`config.mk`:
```
export PLATFORM = sky130hd
export DESIGN_NAME = multi_header_message_deframer
export DESIGN_NICKNAME = d
export VERILOG_FILES = /design/src/mhd_pkg.sv /design/src/mhd_cfg_regs.sv /design/src/mhd_core.sv /design/src/mhd_res_buf.sv /design/src/multi_header_message_deframer.sv
export SDC_FILE = /design/constraint.sdc
export NUM_CORES = 1
export LEC_CHECK = 0
export BUFFER_PORTS_ARGS = -buffer_cell sky130_fd_sc_hd__buf_2
export CORE_MARGIN = 1
export CORE_UTILIZATION = 40
export CTS_CLUSTER_DIAMETER = 200
export DETAILED_ROUTE_END_ITERATION = 10
export PLACE_DENSITY = 0.62
export SYNTH_ARGS = -nofsm -noshare
export SYNTH_HDL_FRONTEND = slang
export SYNTH_SLANG_ARGS = --single-unit
```
`constraint.sdc`:
```
create_clock -name i_clk -period 10.6 [get_ports i_clk]
set_input_delay 3.18 -clock i_clk [delete_from_list [all_inputs] [get_ports i_clk]]
set_output_delay 3.18 -clock i_clk [all_outputs]
set_load 0.02 [all_outputs]
```
`src/mhd_pkg.sv`:
```
package mhd_pkg;

    localparam int HEADER_BYTES = 4;
    localparam int NUM_TYPES    = 4;
    localparam int MAX_PAYLOAD  = 127;

    // Register map is fixed: four header words, then four payload lengths.
    localparam int TYPE_SLOTS = 4;
    localparam int ADDR_W     = 5;
    localparam int DATA_W     = 32;
    localparam int LEN_W      = 7;
    localparam int PCNT_W     = 7;

    // Result count runs 0..HEADER_BYTES; header position runs 0..HEADER_BYTES-1.
    localparam int CNT_W  = $clog2(HEADER_BYTES + 1);
    localparam int HIDX_W = (HEADER_BYTES > 1) ? $clog2(HEADER_BYTES) : 1;

    typedef enum logic [2:0] {
        REG_HDR0 = 3'd0,
        REG_HDR1 = 3'd1,
        REG_HDR2 = 3'd2,
        REG_HDR3 = 3'd3,
        REG_LEN0 = 3'd4,
        REG_LEN1 = 3'd5,
        REG_LEN2 = 3'd6,
        REG_LEN3 = 3'd7
    } t_reg_idx;

    typedef enum logic [1:0] {
        KIND_CONSOLE = 2'd0,
        KIND_PAYLOAD = 2'd1,
        KIND_EMPTY   = 2'd2,
        KIND_TRUNC   = 2'd3
    } t_kind;

    typedef struct packed {
        t_kind       kind;
        logic [1:0]  msg_type;
        logic [7:0]  out_byte;
        logic        last;
    } t_result;

    typedef struct packed {
        logic [TYPE_SLOTS-1:0][31:0]      header_word;
        logic [TYPE_SLOTS-1:0][LEN_W-1:0] payload_len;
    } t_cfg;

    // One processed transaction's worth of results, handed to the result buffer.
    typedef struct packed {
        logic                             valid;
        logic [CNT_W-1:0]                 count;
        t_result [HEADER_BYTES-1:0]       items;
    } t_load;

endpackage

```
`src/mhd_cfg_regs.sv`:
```
module mhd_cfg_regs
    import mhd_pkg::*;
(
    input  logic              i_clk,
    input  logic              i_rst_n,
    input  logic              psel,
    input  logic              penable,
    input  logic              pwrite,
    input  logic [ADDR_W-1:0] paddr,
    input  logic [DATA_W-1:0] pwdata,
    output logic [DATA_W-1:0] prdata,
    output t_cfg              o_cfg
);

    t_cfg     r_cfg;
    t_cfg     n_cfg;
    t_reg_idx w_idx;

    assign w_idx = t_reg_idx'(paddr[ADDR_W-1:2]);

    always_comb begin
        n_cfg = r_cfg;
        if (psel && penable && pwrite) begin
            case (w_idx)
                REG_HDR0: n_cfg.header_word[0] = pwdata;
                REG_HDR1: n_cfg.header_word[1] = pwdata;
                REG_HDR2: n_cfg.header_word[2] = pwdata;
                REG_HDR3: n_cfg.header_word[3] = pwdata;
                REG_LEN0: n_cfg.payload_len[0] = pwdata[LEN_W-1:0];
                REG_LEN1: n_cfg.payload_len[1] = pwdata[LEN_W-1:0];
                REG_LEN2: n_cfg.payload_len[2] = pwdata[LEN_W-1:0];
                REG_LEN3: n_cfg.payload_len[3] = pwdata[LEN_W-1:0];
                default:  n_cfg = r_cfg;
            endcase
        end
    end

    always_comb begin
        case (w_idx)
            REG_HDR0: prdata = r_cfg.header_word[0];
            REG_HDR1: prdata = r_cfg.header_word[1];
            REG_HDR2: prdata = r_cfg.header_word[2];
            REG_HDR3: prdata = r_cfg.header_word[3];
            REG_LEN0: prdata = {{(DATA_W-LEN_W){1'b0}}, r_cfg.payload_len[0]};
            REG_LEN1: prdata = {{(DATA_W-LEN_W){1'b0}}, r_cfg.payload_len[1]};
            REG_LEN2: prdata = {{(DATA_W-LEN_W){1'b0}}, r_cfg.payload_len[2]};
            REG_LEN3: prdata = {{(DATA_W-LEN_W){1'b0}}, r_cfg.payload_len[3]};
            default:  prdata = '0;
        endcase
    end

    always_ff @(posedge i_clk) begin
        if (!i_rst_n) begin
            r_cfg <= '0;
        end else begin
            r_cfg <= n_cfg;
        end
    end

    assign o_cfg = r_cfg;

endmodule

```
`src/mhd_core.sv`:
```
module mhd_core
    import mhd_pkg::*;
(
    input  logic       i_clk,
    input  logic       i_rst_n,
    input  t_cfg       i_cfg,
    input  logic       i_in_valid,
    output logic       o_in_stall,
    input  logic       i_opcode,
    input  logic [7:0] i_rx_byte,
    input  logic       i_can_load,
    output t_load      o_load
);

    // Input register
    logic        r_in_valid;
    logic        r_in_opcode;
    logic [7:0]  r_in_byte;

    // Deframer state
    logic                  r_in_payload, n_in_payload;
    logic [HIDX_W-1:0]     r_hcnt,       n_hcnt;
    logic [TYPE_SLOTS-1:0] r_mask,       n_mask;
    logic [1:0]            r_chosen,     n_chosen;
    logic [PCNT_W-1:0]     r_pcnt,       n_pcnt;
    logic [7:0]            r_store [HEADER_BYTES];
    logic [7:0]            n_store [HEADER_BYTES];

    logic        w_move;
    logic        w_accept;
    logic        w_alive;
    logic [CNT_W-1:0] w_n;
    logic [7:0]  w_len;
    t_load       w_load;

    function automatic logic [7:0] hdr_byte(input logic [31:0] word, input int pos);
        logic [7:0] b;
        b = '0;
        if (pos < 4) begin
            b = word[8*pos +: 8];
        end
        return b;
    endfunction

    function automatic logic [7:0] type_len(input logic [LEN_W-1:0] len);
        logic [7:0] l;
        l = 8'(len);
        if (l > 8'(MAX_PAYLOAD)) begin
            l = 8'(MAX_PAYLOAD);
        end
        return l;
    endfunction

    assign w_move     = r_in_valid && i_can_load;
    assign o_in_stall = r_in_valid && !i_can_load;
    assign w_accept   = i_in_valid && !o_in_stall;

    always_comb begin
        n_in_payload = r_in_payload;
        n_hcnt       = r_hcnt;
        n_mask       = r_mask;
        n_chosen     = r_chosen;
        n_pcnt       = r_pcnt;
        n_store      = r_store;
        w_alive      = 1'b0;
        w_n          = '0;
        w_len        = '0;
        w_load       = '0;

        if (w_move) begin
            w_load.valid = 1'b1;
            if (r_in_payload) begin
                w_load.count             = CNT_W'(1);
                w_load.items[0].msg_type = r_chosen;
                w_load.items[0].last     = 1'b1;
                if (r_in_opcode) begin
                    w_load.items[0].kind = KIND_TRUNC;
                    n_in_payload = 1'b0;
                    n_pcnt       = '0;
                end else begin
                    w_len = type_len(i_cfg.payload_len[r_chosen]);
                    w_load.items[0].kind     = KIND_PAYLOAD;
                    w_load.items[0].out_byte = r_in_byte;
                    if (8'(r_pcnt) + 8'd1 >= w_len) begin
                        n_in_payload = 1'b0;
                        n_pcnt       = '0;
                    end else begin
                        w_load.items[0].last = 1'b0;
                        n_pcnt = r_pcnt + PCNT_W'(1);
                    end
                end
            end else begin
                if (r_in_opcode) begin
                    // Timeout mid-header: flush what has been gathered.
                    w_n = CNT_W'(r_hcnt);
                end else begin
                    n_store[r_hcnt] = r_in_byte;
                    for (int t = 0; t < TYPE_SLOTS; t++) begin
                        if (t < NUM_TYPES && r_mask[t]) begin
                            if (hdr_byte(i_cfg.header_word[t], int'(r_hcnt)) != r_in_byte) begin
                                n_mask[t] = 1'b0;
                            end else begin
                                w_alive = 1'b1;
                            end
                        end
                    end
                    if (w_alive) begin
                        if (int'(r_hcnt) + 1 < HEADER_BYTES) begin
                            n_hcnt = r_hcnt + HIDX_W'(1);
                        end else begin
                            // Full match: lowest surviving type wins.
                            n_chosen = 2'd3;
                            for (int t = 2; t >= 0; t--) begin
                                if (n_mask[t]) begin
                                    n_chosen = 2'(t);
                                end
                            end
                            n_hcnt = '0;
                            n_mask = '1;
                            n_pcnt = '0;
                            if (type_len(i_cfg.payload_len[n_chosen]) == 8'd0) begin
                                w_load.count             = CNT_W'(1);
                                w_load.items[0].kind     = KIND_EMPTY;
                                w_load.items[0].msg_type = n_chosen;
                                w_load.items[0].last     = 1'b1;
                            end else begin
                                n_in_payload = 1'b1;
                            end
                        end
                    end else begin
                        w_n = CNT_W'(r_hcnt) + CNT_W'(1);
                    end
                end
                // Flush run (empty when the timeout found no header bytes).
                if (r_in_opcode || !w_alive) begin
                    w_load.count = w_n;
                    for (int i = 0; i < HEADER_BYTES; i++) begin
                        if (CNT_W'(i) < w_n) begin
                            w_load.items[i].kind     = KIND_CONSOLE;
                            w_load.items[i].out_byte = n_store[i];
                            w_load.items[i].last     = (CNT_W'(i + 1) == w_n);
                        end
                    end
                    n_hcnt = '0;
                    n_mask = '1;
                    n_pcnt = '0;
                end
            end
        end
    end

    assign o_load = w_load;

    always_ff @(posedge i_clk) begin
        if (!i_rst_n) begin
            r_in_valid   <= 1'b0;
            r_in_payload <= 1'b0;
            r_hcnt       <= '0;
            r_mask       <= '1;
            r_chosen     <= '0;
            r_pcnt       <= '0;
        end else begin
            if (w_accept) begin
                r_in_valid <= 1'b1;
            end else if (w_move) begin
                r_in_valid <= 1'b0;
            end
            r_in_payload <= n_in_payload;
            r_hcnt       <= n_hcnt;
            r_mask       <= n_mask;
            r_chosen     <= n_chosen;
            r_pcnt       <= n_pcnt;
        end
    end

    always_ff @(posedge i_clk) begin
        if (w_accept) begin
            r_in_opcode <= i_opcode;
            r_in_byte   <= i_rx_byte;
        end
        r_store <= n_store;
    end

endmodule

```
`src/mhd_res_buf.sv`:
```
module mhd_res_buf
    import mhd_pkg::*;
(
    input  logic    i_clk,
    input  logic    i_rst_n,
    input  t_load   i_load,
    output logic    o_can_load,
    output logic    o_out_valid,
    input  logic    i_out_stall,
    output t_result o_result
);

    t_result [HEADER_BYTES-1:0] r_items, n_items;
    logic    [CNT_W-1:0]        r_cnt,   n_cnt;
    logic                       w_take;

    assign o_out_valid = (r_cnt != '0);
    assign w_take      = o_out_valid && !i_out_stall;
    assign o_can_load  = (r_cnt == '0) || ((r_cnt == CNT_W'(1)) && w_take);
    assign o_result    = r_items[0];

    always_comb begin
        n_items = r_items;
        n_cnt   = r_cnt;
        if (i_load.valid) begin
            n_items = i_load.items;
            n_cnt   = i_load.count;
        end else if (w_take) begin
            // Shift toward the output slot.
            for (int i = 0; i < HEADER_BYTES - 1; i++) begin
                n_items[i] = r_items[i + 1];
            end
            n_cnt = r_cnt - CNT_W'(1);
        end
    end

    always_ff @(posedge i_clk) begin
        if (!i_rst_n) begin
            r_cnt <= '0;
        end else begin
            r_cnt <= n_cnt;
        end
    end

    always_ff @(posedge i_clk) begin
        r_items <= n_items;
    end

endmodule

```
`src/multi_header_message_deframer.sv`:
```
// Multi-header message deframer. Watches received serial bytes (opcode 0)
// and receive-timeout events (opcode 1), matches the byte stream against
// four programmable 4-byte headers at once, and on a full match hands out
// the configured number of payload bytes tagged with the message type.
// Bytes that turn out not to be a header are returned as console bytes,
// the offending byte included, with last set on the final one of the run.
// A zero-length type gives a single "empty message" result; a timeout in
// the middle of a payload gives a single "truncated" result. Throughput is
// one transaction per clock while each transaction yields at most one
// result and the output is not stalled; a header flush of k bytes queues
// k results for the single result port, and the next input transaction
// waits in the input register until the last of them is taken. Each input
// passes the input register, then the result buffer, on its way out.
// Program the header words and payload lengths over the APB port only
// while the block is idle; there is no clearing pass after reset.
module multi_header_message_deframer
    import mhd_pkg::*;
(
    input  logic              i_clk,
    input  logic              i_rst_n,

    // Configuration port
    input  logic              psel,
    input  logic              penable,
    input  logic              pwrite,
    input  logic [ADDR_W-1:0] paddr,
    input  logic [DATA_W-1:0] pwdata,
    output logic [DATA_W-1:0] prdata,
    output logic              pready,

    // Input transactions
    input  logic              i_in_valid,
    output logic              o_in_stall,
    input  logic              i_opcode,
    input  logic [7:0]        i_rx_byte,

    // Result transactions
    output logic              o_out_valid,
    input  logic              i_out_stall,
    output logic [1:0]        o_kind,
    output logic [1:0]        o_msg_type,
    output logic [7:0]        o_out_byte,
    output logic              o_last
);

    t_cfg    w_cfg;
    t_load   w_load;
    logic    w_can_load;
    t_result w_result;

    // Zero-wait-state register file.
    assign pready = 1'b1;

    mhd_cfg_regs u_cfg_regs (
        .i_clk   (i_clk),
        .i_rst_n (i_rst_n),
        .psel    (psel),
        .penable (penable),
        .pwrite  (pwrite),
        .paddr   (paddr),
        .pwdata  (pwdata),
        .prdata  (prdata),
        .o_cfg   (w_cfg)
    );

    // Hold the transaction, match it against the headers, emit its results.
    mhd_core u_core (
        .i_clk      (i_clk),
        .i_rst_n    (i_rst_n),
        .i_cfg      (w_cfg),
        .i_in_valid (i_in_valid),
        .o_in_stall (o_in_stall),
        .i_opcode   (i_opcode),
        .i_rx_byte  (i_rx_byte),
        .i_can_load (w_can_load),
        .o_load     (w_load)
    );

    // Drain results one per cycle to the output while it is not stalled.
    mhd_res_buf u_res_buf (
        .i_clk       (i_clk),
        .i_rst_n     (i_rst_n),
        .i_load      (w_load),
        .o_can_load  (w_can_load),
        .o_out_valid (o_out_valid),
        .i_out_stall (i_out_stall),
        .o_result    (w_result)
    );

    assign o_kind     = w_result.kind;
    assign o_msg_type = w_result.msg_type;
    assign o_out_byte = w_result.out_byte;
    assign o_last     = w_result.last;

endmodule

```
==> metrics.md, run 1 <==
| Metric | Value |
|---|---|
| Run status | `complete, no violations` |
| Post-synth EDFFs | `81` |
| Largest cells by area after synthesis | `dfxtp_1 27%, edfxtp_1 19%, mux4_2 12%, nand2_1 8.9%, a21oi_1 5.9%` |
| WL/cell | `20.4 um` |
| Hold WS | `0.466 ns` |
| Worst IR Drop VDD | `123 uV` |
| DP Worst Slack | `2.16 ns` |
| Main flop type after synthesis | `dfxtp_1` |
| Post-DRT Antenna Nets | `0` |
| Via Count | `approximately 10000` |
| CP startpoint kind | `primary input` |
| First-pass GRT wire length | `56600 um` |
| Detail Placement HPWL | `around 24000 um` |
| Most numerous cell in the Yosys netlist | `nand2_1` |
| Worst path cell trace | `buf_2 -> buf_4 -> mux4_2 -> nor2b_1 -> buf_2` |
| Post-DP Area | `0.0136 mm^2` |
| Yosys cell types | `59` |
| CTS clk-pin slew, worst paths | `0.06 ns` |
| CP Capture Type | `output pin` |
| CP top delay family | `buffers and inverters` |
| WS Path Type | `primary input to output pin` |
| DR iter-0 viols | `817` |
| GP Congestion | `0.817` |
| Initial Util | `40.9%` |
| Setup WS post-layout | `between 2 and 2.5 ns` |
| Vias in the first global route | `a little under 10000` |
| Total wire length | `~36000 um` |
| Cts hold-fix bufs | `0` |
| LEAKAGE | `5.22 nW` |
| Syn Nets | `1393` |
| # setup viols final | `0` |
| Combinational power share | `14.6%` |
| Final Util | `46.0%` |
| Top cells by count, synth | `309 x nand2_1, 176 x dfxtp_1, 152 x a21oi_1, 83 x clkbuf_1, 81 x edfxtp_1` |
| Longest Clk Path Bufs | `3` |
| Synthesized area | `roughly 0.013 mm^2` |
| Grt ovf | `0` |
| Nets | `between 1000 and 1500` |
| Finished Layout Cells | `roughly 1800` |
| Worst EP required | `7.42 ns` |
| CTS Buf Count | `29` |
| Core area | `between 0.03 and 0.04 mm^2` |
| Flop pwr share | `between 40% and 50%` |
| Worst path bufs/invs | `3` |
| Async SR Flop Fraction | `0%` |
| Root buffer cell | `clkbuf_16` |
| Synth warn | `0` |
| Largest net degree at the start of global routing | `106` |
| Fillers | `3023` |
| Share of the synthesized area in the top cell type | `a little over a quarter` |
| Final min period | `8.41 ns` |
| Min-Delay Path Class | `register to register` |
| Post-CTS sizing | `0` |
| Total power density per cell area | `approximately 180 mW/mm^2` |
| Chip height | `182 um` |
| DR vias/cell | `~5.6` |
| Placed cells | `1722` |
| DIE AREA | `0.0332 mm^2` |
| All-Layer GR Usage | `21.9%` |
| Seq/Total Area, Yosys | `45.9%` |
| Pwr Total | `2.67 mW` |
| Clock Latency Late Sink | `0.54 ns` |
| CTS tree | `yes` |
| Hold Vio Cnt, Final | `0` |
| Area leader, netlist | `dfxtp_1` |
| Avg Inst Size Synth | `9.80 um^2` |
| Most common cell on crit path | `buf_2` |
| Slew headroom | `19.7%` |
| Fmax | `approximately 120 MHz` |
| Antenna violations before repair | `0` |
| RSZ-0062 raised after global routing | `false` |
| Boundary Pins | `slightly above 100` |
| Sw frac | `approximately a quarter` |
| Clock Skews | `0.0115 ns` |
| Setup TNS | `0 ns` |
| Worst-Margin Slew | `1.20 ns` |
| Max cap viols | `0` |
| Internal Power | `1.96 mW` |
| Die W | `182 um` |
| Cell area after layout | `0.0146 mm^2` |
| #FFs+latches synth | `roughly 260` |
| CP max stage cell | `buf_2` |
| DR pass1 iterations | `5` |
| Clock share of power | `39.4%` |
| Synth-to-Final Area Change | `12.3%` |
| IO buf count | `97` |
| Clk sink count | `between 200 and 300` |
| Rows | `65` |
| CP Max Fanout | `28` |
| Psw | `711 uW` |
| Layout cells sized above 1 | `19.9%` |
| Residual DRC count | `0` |
| Part of the cycle the worst path needs | `around four fifths` |
| Worst EP arrival | `~5.2 ns` |
| Max incr delay on CP | `0.75 ns` |
| Pins Over Slew Limit | `0` |
| Post-CTS setup buffer count | `0` |
| Syn Inst Count | `1325` |
| H-tree depth | `1` |
| Antenna diode count | `0` |
[cell families after synthesis]
logic type,count (synthesis),synth area share [%]
AOI/OAI and AO/OA,233,10.2
xor gates and xnor gates,38,2.56
adders and majority gates,15,1.45
buffers and inverters,151,5.04
DFF,257,45.9
muxes,155,19.1
other,1,0.0289
and+or+nand+nor,475,15.7
[cells in the final DEF, fill, tap and decap left out, types with 8 or more instances in the layout]
cell type	Yosys	routed
nand4_1	9	9
xor2_1	10	10
a21oi_1	152	152
buf_4	18	14
mux2i_1	59	59
xnor2_1	28	28
nor3_1	11	9
a31oi_1	8	8
o21ai_0	27	27
buf_2	4	97
nor2b_1	30	30
nand3_1	14	14
o22ai_1	11	11
clkbuf_8	0	8
nor2_1	57	55
and3_1	13	13
edfxtp_1	81	81
mux2_2	24	24
clkbuf_16	0	29
nand2_1	309	309
inv_1	33	32
ha_1	15	15
mux4_2	72	72
dfxtp_1	176	174
[flip-flops by register name (all words and copies together) (netlist names)]
signal and flops:
u_cfg_regs.o_cfg 156, u_core.r_chosen 2, u_core.r_hcnt 2, u_core.r_in_byte 8, u_core.r_in_opcode 1, u_core.r_in_payload 1, u_core.r_in_valid 1, u_core.r_mask 4
u_core.r_pcnt 7, u_core.r_store 32, u_res_buf.o_result 13, u_res_buf.r_cnt 3, u_res_buf.r_items 27
[worst min-delay path, delay by kind of cell (launching register included)]
kind | cells | cell delay [ns]
compound gates | 1 | 0.05
simple gates | 1 | 0.05
flops | 1 | 0.31
[routing by layer]
metal / GRT usage (%) / vias to the layer above / share of wire (%)
met3: 3.11 / 86 / 5.4
met4: 9.92 / 0 / 4.3
li1: - / 4706 / -
met1: 28.3 / 4875 / 43
met2: 36.3 / 322 / 48
met5: 0 / - / 0
[power groups by stage]
| stage | registers [mW] | clock network (mW) | logic [mW] |
|---|---|---|---|
| 2_1_floorplan | 1.23 | 0 | 0.318 |
| 3_3_place_gp | 1.25 | 0 | 0.386 |
| 3_5_place_dp | 1.25 | 0 | 0.394 |
| 4_1_cts | 1.23 | 1.07 | 0.396 |
| 5_1_grt | 1.24 | 1.12 | 0.434 |
| 6_report | 1.23 | 1.05 | 0.391 |
[path summary, 6_finish.rpt]
| path | startpoint | to | slack, ns | depth (start not counted) |
|---|---|---|---|---|
| min | u_cfg_regs.o_cfg[105] | u_cfg_regs.o_cfg[105] | 0.47 | 2 |
| max reg2reg | u_res_buf.r_cnt[0] | u_res_buf.r_items[34] | 6.46 | 11 |
| max | paddr[2] | prdata[9] | 2.19 | 5 |
| min reg2reg | u_cfg_regs.o_cfg[105] | u_cfg_regs.o_cfg[105] | 0.47 | 2 |
[layout make-up]
cell class                      count  area [um^2]  share of cell area (%)
Clock buffer                       43          858                    5.88
Clock inverter                     10          150                    1.03
Inverter                           35          134                   0.918
Multi-Input combinational cell    917         6390                    43.8
Sequential cell                   257         5960                    40.8
Tap cell                          402          503                    3.45
Timing Repair Buffer              111          591                    4.05
No activity file was read; power rests on OpenSTA's default activity.
==> run 2: changes to the inputs <==
- ABC_AREA: unset -> 1
- clock period: 10.6 -> 8.78 ns (I/O delays scaled with it)
==> metrics.md, run 2 <==
| Metric | Value |
|---|---|
| DR pass1 iterations | `8 (+3)` |
| Setup TNS | `0 ns (unchanged)` |
| Die W | `183 um (+0.27%)` |
| RSZ-0062 raised after global routing | `false` |
| Layout cells sized above 1 | `10.2% (-9.7 points)` |
| Main flop type after synthesis | `dfxtp_1` |
| Chip height | `183 um (+0.27%)` |
| Max cap viols | `0 (unchanged)` |
| Worst EP arrival | `4.25 ns (-0.98 ns)` |
| Clock Latency Late Sink | `0.56 ns (+0.02 ns)` |
| CP startpoint kind | `primary input` |
| Area leader, netlist | `dfxtp_1` |
| Worst path bufs/invs | `4 (+1)` |
| Antenna violations before repair | `2 (+2)` |
| Min-Delay Path Class | `register to register` |
| Hold Vio Cnt, Final | `0 (unchanged)` |
| CTS clk-pin slew, worst paths | `0.06 ns (about the same)` |
| Rows | `65 (unchanged)` |
| Post-CTS setup buffer count | `0 (unchanged)` |
| #FFs+latches synth | `257 (unchanged)` |
| Clock Skews | `0.0247 ns (+0.0132 ns)` |
| Clk sink count | `257 (unchanged)` |
| Syn Nets | `1899 (+36%)` |
| Fmax | `145 MHz` |
| Total power density per cell area | `229 mW/mm^2 (+25%)` |
| WL/cell | `17.1 um (-16%)` |
| Register area | `0.00596 mm^2 (about the same)` |
| Worst path cell trace | `buf_2 -> inv_1 -> nor3_1 -> inv_1 -> o22ai_1 -> a221oi_1 -> o2111ai_1 -> buf_2` |
| H-tree depth | `1 (unchanged)` |
| Combinational power share | `18.3% (+3.7 points)` |
| Largest net degree at the start of global routing | `137 (+29%)` |
| Final min period | `around 6.9 ns` |
| Core area | `0.0318 mm^2 (+0.26%)` |
| Post-synth EDFFs | `81 (unchanged)` |
| Synthesized area | `0.0131 mm^2 (+0.54%)` |
| CTS Buf Count | `30 (+3.4%)` |
| Post-CTS sizing | `0 (unchanged)` |
| Detail Placement HPWL | `26100 um (+8.7%)` |
| Residual DRC count | `0 (unchanged)` |
| Flop pwr share | `45.0% (-1.0 points)` |
| DR vias/cell | `5.24 (-6.9%)` |
| Sw frac | `29.1% (+2.5 points)` |
| Syn Inst Count | `1831 (+38%)` |
| CP Capture Type | `output pin` |
| DR iter-0 viols | `950 (+16%)` |
| Run status | `complete, no violations` |
| Worst-Margin Slew | `1.25 ns (+0.0468 ns)` |
| Total wire length | `39800 um (+10%)` |
| GP Congestion | `0.881 (+7.9%)` |
| CTS tree | `yes` |
| Grt ovf | `0 (unchanged)` |
| Post-DRT Antenna Nets | `0 (unchanged)` |
| Commonest non-fill, non-tap cell in the layout | `nand2_1` |
| Yosys cell types | `34 (-42%)` |
| CP Max Fanout | `6 (-79%)` |
| Longest Clk Path Bufs | `3 (unchanged)` |
| Area of the multi-input gates | `0.00606 mm^2 (-5.1%)` |
| Internal Power | `2.38 mW (+22%)` |
| Clock share of power | `36.7% (-2.7 points)` |
| Max incr delay on CP | `0.57 ns (-0.18 ns)` |
| DIE AREA | `0.0334 mm^2 (+0.53%)` |
| Async SR Flop Fraction | `0% (unchanged)` |
| Part of the cycle the worst path needs | `78.4%` |
| Root buffer cell | `clkbuf_16` |
| IO buf count | `97 (unchanged)` |
| Seq/Total Area, Yosys | `45.6% (-0.25 points)` |
| Largest cells by area after synthesis | `dfxtp_1 27%, edfxtp_1 19%, nand2_1 12%, nor2_1 9.9%, o21ai_0 8.7%` |
| Psw | `978 uW (+38%)` |
| Avg Inst Size Synth | `7.13 um^2 (-27%)` |
| Cts hold-fix bufs | `0 (unchanged)` |
| WS Path Type | `primary input to output pin` |
| Worst EP required | `6.15 ns (-1.27 ns)` |
| CP max stage cell | `nor3_1` |
| # setup viols final | `0 (unchanged)` |
| Max FFs per register | `156 (unchanged)` |
| Final Util | `46.3% (+0.26 points)` |
| First-pass GRT wire length | `63200 um (+12%)` |
| Synth-to-Final Area Change | `12.7%` |
| Top cells by count, synth | `403 x nand2_1, 345 x nor2_1, 228 x o21ai_0, 176 x dfxtp_1, 136 x nand3_1` |
| Fillers | `3256 (+7.7%)` |
| All-Layer GR Usage | `24.0% (+2.1 points)` |
| Pins Over Slew Limit | `0 (unchanged)` |
| Synth warn | `0 (unchanged)` |
| Slew headroom | `16.8% (-3.0 points)` |
| CP top delay family | `buffers and inverters` |
| Initial Util | `41.1% (+0.12 points)` |
| Nets | `1935 (+36%)` |
| Share of the synthesized area in the top cell type | `27.0% (-0.15 points)` |
| Via Count | `12200 (+22%)` |
| Boundary Pins | `101 (unchanged)` |
| Most numerous cell in the Yosys netlist | `nand2_1` |
| Worst IR Drop VDD | `132 uV (+7.7%)` |
| LEAKAGE | `6.29 nW (+21%)` |
| Commonest cells after routing, fill and taps aside | `403 x nand2_1, 342 x nor2_1, 228 x o21ai_0` |
| Vias in the first global route | `11400 (+16%)` |
## run 2: metrics by stage
step / cells / area, um^2 / worst slack [ns] / power (mW) / hold WS, ns
after floorplan: 1831 / 13100 / 2.40 / 2.00 / 0.441
after global placement: 2270 / 13700 / 1.94 / 2.14 / 0.465
after detailed placement: 2270 / 13700 / 1.94 / 2.15 / 0.473
after CTS: 2323 / 14700 / 1.92 / 3.39 / 0.481
after global routing: 2323 / 14700 / 1.83 / 3.54 / 0.506
final: 2324 / 14700 / 1.89 / 3.36 / 0.477
## run 2: cell type report
class / instances / area share (%)
antenna: 1 / 0.0170
clock buffer: 47 / 6.09
clock inverter: 6 / 0.544
inverter: 144 / 3.68
multi-input combinational: 1319 / 41.2
sequential: 257 / 40.5
tap: 435 / 3.70
timing repair buffer: 115 / 4.24
## run 2: path summary, 6_finish.rpt
kind	startpoint	to	slack, ns	depth (start not counted)
hold reg to reg	u_cfg_regs.o_cfg[98]	u_cfg_regs.o_cfg[98]	0.48	2
hold / removal	u_cfg_regs.o_cfg[98]	u_cfg_regs.o_cfg[98]	0.48	2
setup / recovery	paddr[4]	prdata[0]	1.89	8
setup reg to reg	u_res_buf.r_cnt[1]	u_res_buf.r_items[31]	4.99	14
## run 2: cells by family after synthesis
logic type                 Yosys count  share of synthesized area, %
adders and majority gates           15                          1.44
DFF                                257                          45.6
buffers and inverters              255                          8.15
AOI/OAI and AO/OA                  352                          14.5
xor gates and xnor gates            16                          1.07
other                                1                        0.0287
and+or+nand+nor                    935                          29.2
## run 2: power groups by stage
stage | clock (mW) | combinational (mW) | sequential, mW
6_report | 1.23 | 0.614 | 1.51
5_1_grt | 1.30 | 0.706 | 1.53
4_1_cts | 1.26 | 0.618 | 1.51
3_5_place_dp | 0 | 0.615 | 1.54
3_3_place_gp | 0 | 0.604 | 1.53
2_1_floorplan | 0 | 0.488 | 1.51
## run 2: worst reg2reg max path: stages, from the launching register on
cell and delay (ns):
dfxtp_1 0.31, inv_1 0.11, ha_1 0.17, nand2_1 0.09
and2_1 0.20, nor2_4 0.53, inv_2 0.43, nor2_4 0.16
buf_4 0.46, clkinv_1 0.46, nor2_4 0.26, nand2_2 0.16
inv_2 0.15, nand3_1 0.09, nand2_1 0.07
## run 2: routing by layer
layer | share of wire [%] | up-vias | wire length [um] | GRT usage, %
li1 | - | 6053 | - | -
met1 | 45 | 5614 | 18100 | 32.8
met2 | 45 | 418 | 18000 | 38.6
met3 | 5.9 | 83 | 2360 | 3.17
met4 | 3.6 | 2 | 1450 | 8.94
met5 | 0.033 | - | 13 | 0
==> run 3: changes to the inputs <==
- clock period: 8.78 -> 6.9 ns (I/O delays scaled with it)
==> metrics.md, run 3 (synthesis results as in run 2) <==
| Metric | Value |
|---|---|
| CP Capture Type | `output pin` |
| Hold Vio Cnt, Final | `0 (unchanged)` |
| CP startpoint kind | `primary input` |
| GP Congestion | `0.864 (-2.0%)` |
| Critical path depth | `7 (-1)` |
| DR pass1 iterations | `5 (-3)` |
| CP max stage cell | `nor3_2` |
| Setup TNS | `0 ns (unchanged)` |
| # setup viols final | `0 (unchanged)` |
| Largest net degree at the start of global routing | `103 (-25%)` |
| Worst setup path startpoint | `paddr[3]` |
| Via Count | `12300 (+0.89%)` |
| Post-DP Area | `0.0138 mm^2 (+0.22%)` |
| Rows | `65 (unchanged)` |
| Worst path bufs/invs | `4 (unchanged)` |
| Worst path cell trace | `buf_2 -> inv_1 -> nor3_2 -> buf_4 -> a22oi_1 -> nand3_1 -> buf_2` |
| Grt ovf | `0 (unchanged)` |
| LEAKAGE | `6.30 nW (+0.15%)` |
| Worst EP required | `4.83 ns (-1.32 ns)` |
| Detail Placement HPWL | `26600 um (+1.7%)` |
| Crit path capture | `prdata[17]` |
| Slew headroom | `40.9% (+24 points)` |
| Synth-to-Final Area Change | `12.8%` |
| Combinational power share | `18.3% (about the same)` |
| Sw frac | `29.4% (+0.27 points)` |
| Die W | `183 um (unchanged)` |
| Most common cell on crit path | `buf_2` |
| Total power density per cell area | `291 mW/mm^2 (+27%)` |
| CTS Buf Count | `30 (unchanged)` |
| Vias in the first global route | `11400 (-0.21%)` |
| Reg2reg setup slack | `3.46 ns (-1.53 ns)` |
| Part of the cycle the worst path needs | `84.9%` |
| Pwr Total | `4.28 mW (+27%)` |
| DIE AREA | `0.0334 mm^2 (unchanged)` |
| WS Path Type | `primary input to output pin` |
| Layout cells sized above 1 | `10.3% (+0.084 points)` |
| Commonest cells after routing, fill and taps aside | `403 x nand2_1, 342 x nor2_1, 228 x o21ai_0` |
| Worst r2r src | `u_core.r_hcnt[0]` |
| FF-to-FF path depth | `17 (+3)` |
| Cell area after layout | `0.0147 mm^2 (+0.14%)` |
| DR iter-0 viols | `1105 (+16%)` |
| Boundary Pins | `101 (unchanged)` |
| Clock Latency Late Sink | `0.56 ns (about the same)` |
| Chip height | `183 um (unchanged)` |
| Final min period | `5.85 ns` |
| CTS clk-pin slew, worst paths | `0.06 ns (about the same)` |
| Run status | `complete, no violations` |
| Worst IR Drop VDD | `178 uV (+35%)` |
| CTS tree | `yes` |
| Min-Delay Path Class | `register to register` |
| Residual DRC count | `0 (unchanged)` |
| CP top delay family | `simple AND/OR/NAND/NOR gates` |
| Flop pwr share | `45.1% (about the same)` |
| Cts hold-fix bufs | `0 (unchanged)` |
| Post-CTS setup buffer count | `0 (unchanged)` |
| Clock share of power | `36.7% (about the same)` |
| Global Route met3 Usage | `3.25% (+0.080 points)` |
| Nets | `1939 (+0.21%)` |
| WL/cell | `17.2 um (+0.38%)` |
| H-tree depth | `1 (unchanged)` |
| Max incr delay on CP | `0.68 ns (+0.11 ns)` |
| Fmax | `171 MHz` |
| Internal Power | `3.02 mW (+27%)` |
| Post-DRT Antenna Nets | `0 (unchanged)` |
| Setup WS post-layout | `1.05 ns (-0.848 ns)` |
| Initial Util | `41.1% (unchanged)` |
| Core area | `0.0318 mm^2 (unchanged)` |
| Commonest non-fill, non-tap cell in the layout | `nand2_1` |
| Max FFs per register | `156 (unchanged)` |
| All-Layer GR Usage | `23.8% (-0.24 points)` |
| Max cap viols | `0 (unchanged)` |
| Clk sink count | `257 (unchanged)` |
| Worst-Margin Slew | `0.882 ns (-0.367 ns)` |
| M1 GR Usage | `32.1% (-0.67 points)` |
| Psw | `1.26 mW (+28%)` |
| Reg-to-reg endpoint | `u_res_buf.o_result[6]` |
| Final Util | `46.3% (+0.067 points)` |
| Pins Over Slew Limit | `0 (unchanged)` |
| Busiest grt layer | `met2` |
| Longest Clk Path Bufs | `3 (unchanged)` |
| Worst EP arrival | `3.78 ns (-0.47 ns)` |
| Post-CTS sizing | `0 (unchanged)` |
| HP Start | `u_cfg_regs.o_cfg[98]` |
| RSZ-0062 raised after global routing | `false` |
| DR vias/cell | `5.27 (+0.71%)` |
| Antenna violations before repair | `1 (-1)` |
| DP Worst Slack | `1.14 ns (-0.798 ns)` |
| Root buffer cell | `clkbuf_16` |
| Clock Skews | `0.0209 ns (-0.00380 ns)` |
| CP Max Fanout | `11 (+5)` |
| IO buf count | `97 (unchanged)` |
| Total wire length | `40100 um (+0.55%)` |
| First-pass GRT wire length | `62500 um (-1.1%)` |
| Met2 Track Usage GR | `38.2% (-0.34 points)` |
==> run 3: final cells by class <==
| type | instances | area (um^2) |
|---|---|---|
| tap | 435 | 544 |
| timing repair buffer | 119 | 653 |
| antenna | 1 | 2.50 |
| clock buffer | 46 | 882 |
| inverter | 144 | 541 |
| multi-input combinational | 1319 | 6060 |
| fill | 3247 | 17100 |
| clock inverter | 7 | 85.1 |
| sequential | 257 | 5960 |
==> run 3: worst min path at each step <==
stage	endpoint	slack, ns	depth (start not counted)
floorplan	u_core.r_mask[1]	0.44	2
global placement	u_cfg_regs.o_cfg[96]	0.46	2
detailed placement	u_cfg_regs.o_cfg[98]	0.47	2
CTS	u_cfg_regs.o_cfg[98]	0.48	2
global route	u_cfg_regs.o_cfg[96]	0.51	2
finish	u_cfg_regs.o_cfg[98]	0.48	2
==> run 3: power by group through the flow <==
stage               clock network [mW]  registers [mW]  logic (mW)
floorplan                            0            1.92       0.622
global placement                     0            1.95       0.767
detailed placement                   0            1.96       0.783
CTS                               1.59            1.93       0.787
global route                      1.65            1.95       0.895
finish                            1.57            1.93       0.782
==> run 3: tightest hold or removal path, delay by kind of cell, from the launching register on <==
family,cells,cell delay (ns)
flops,1,0.31
buf+inv,1,0.07
compound gates,1,0.06
==> run 3: routing by layer <==
metal  share of wire (%)  vias to the layer above
met3                 6.9                       91
li1                    -                     6060
met4                 3.7                        0
met1                  44                     5648
met2                  45                      479
met5                   0                        -
==> run 3: per-stage QoR <==
step / std cells / hold slack (ns)
after global placement: 2274 / 0.460
after detailed placement: 2274 / 0.473
after CTS: 2327 / 0.483
after global routing: 2327 / 0.509
after floorplan: 1831 / 0.441
final: 2328 / 0.482
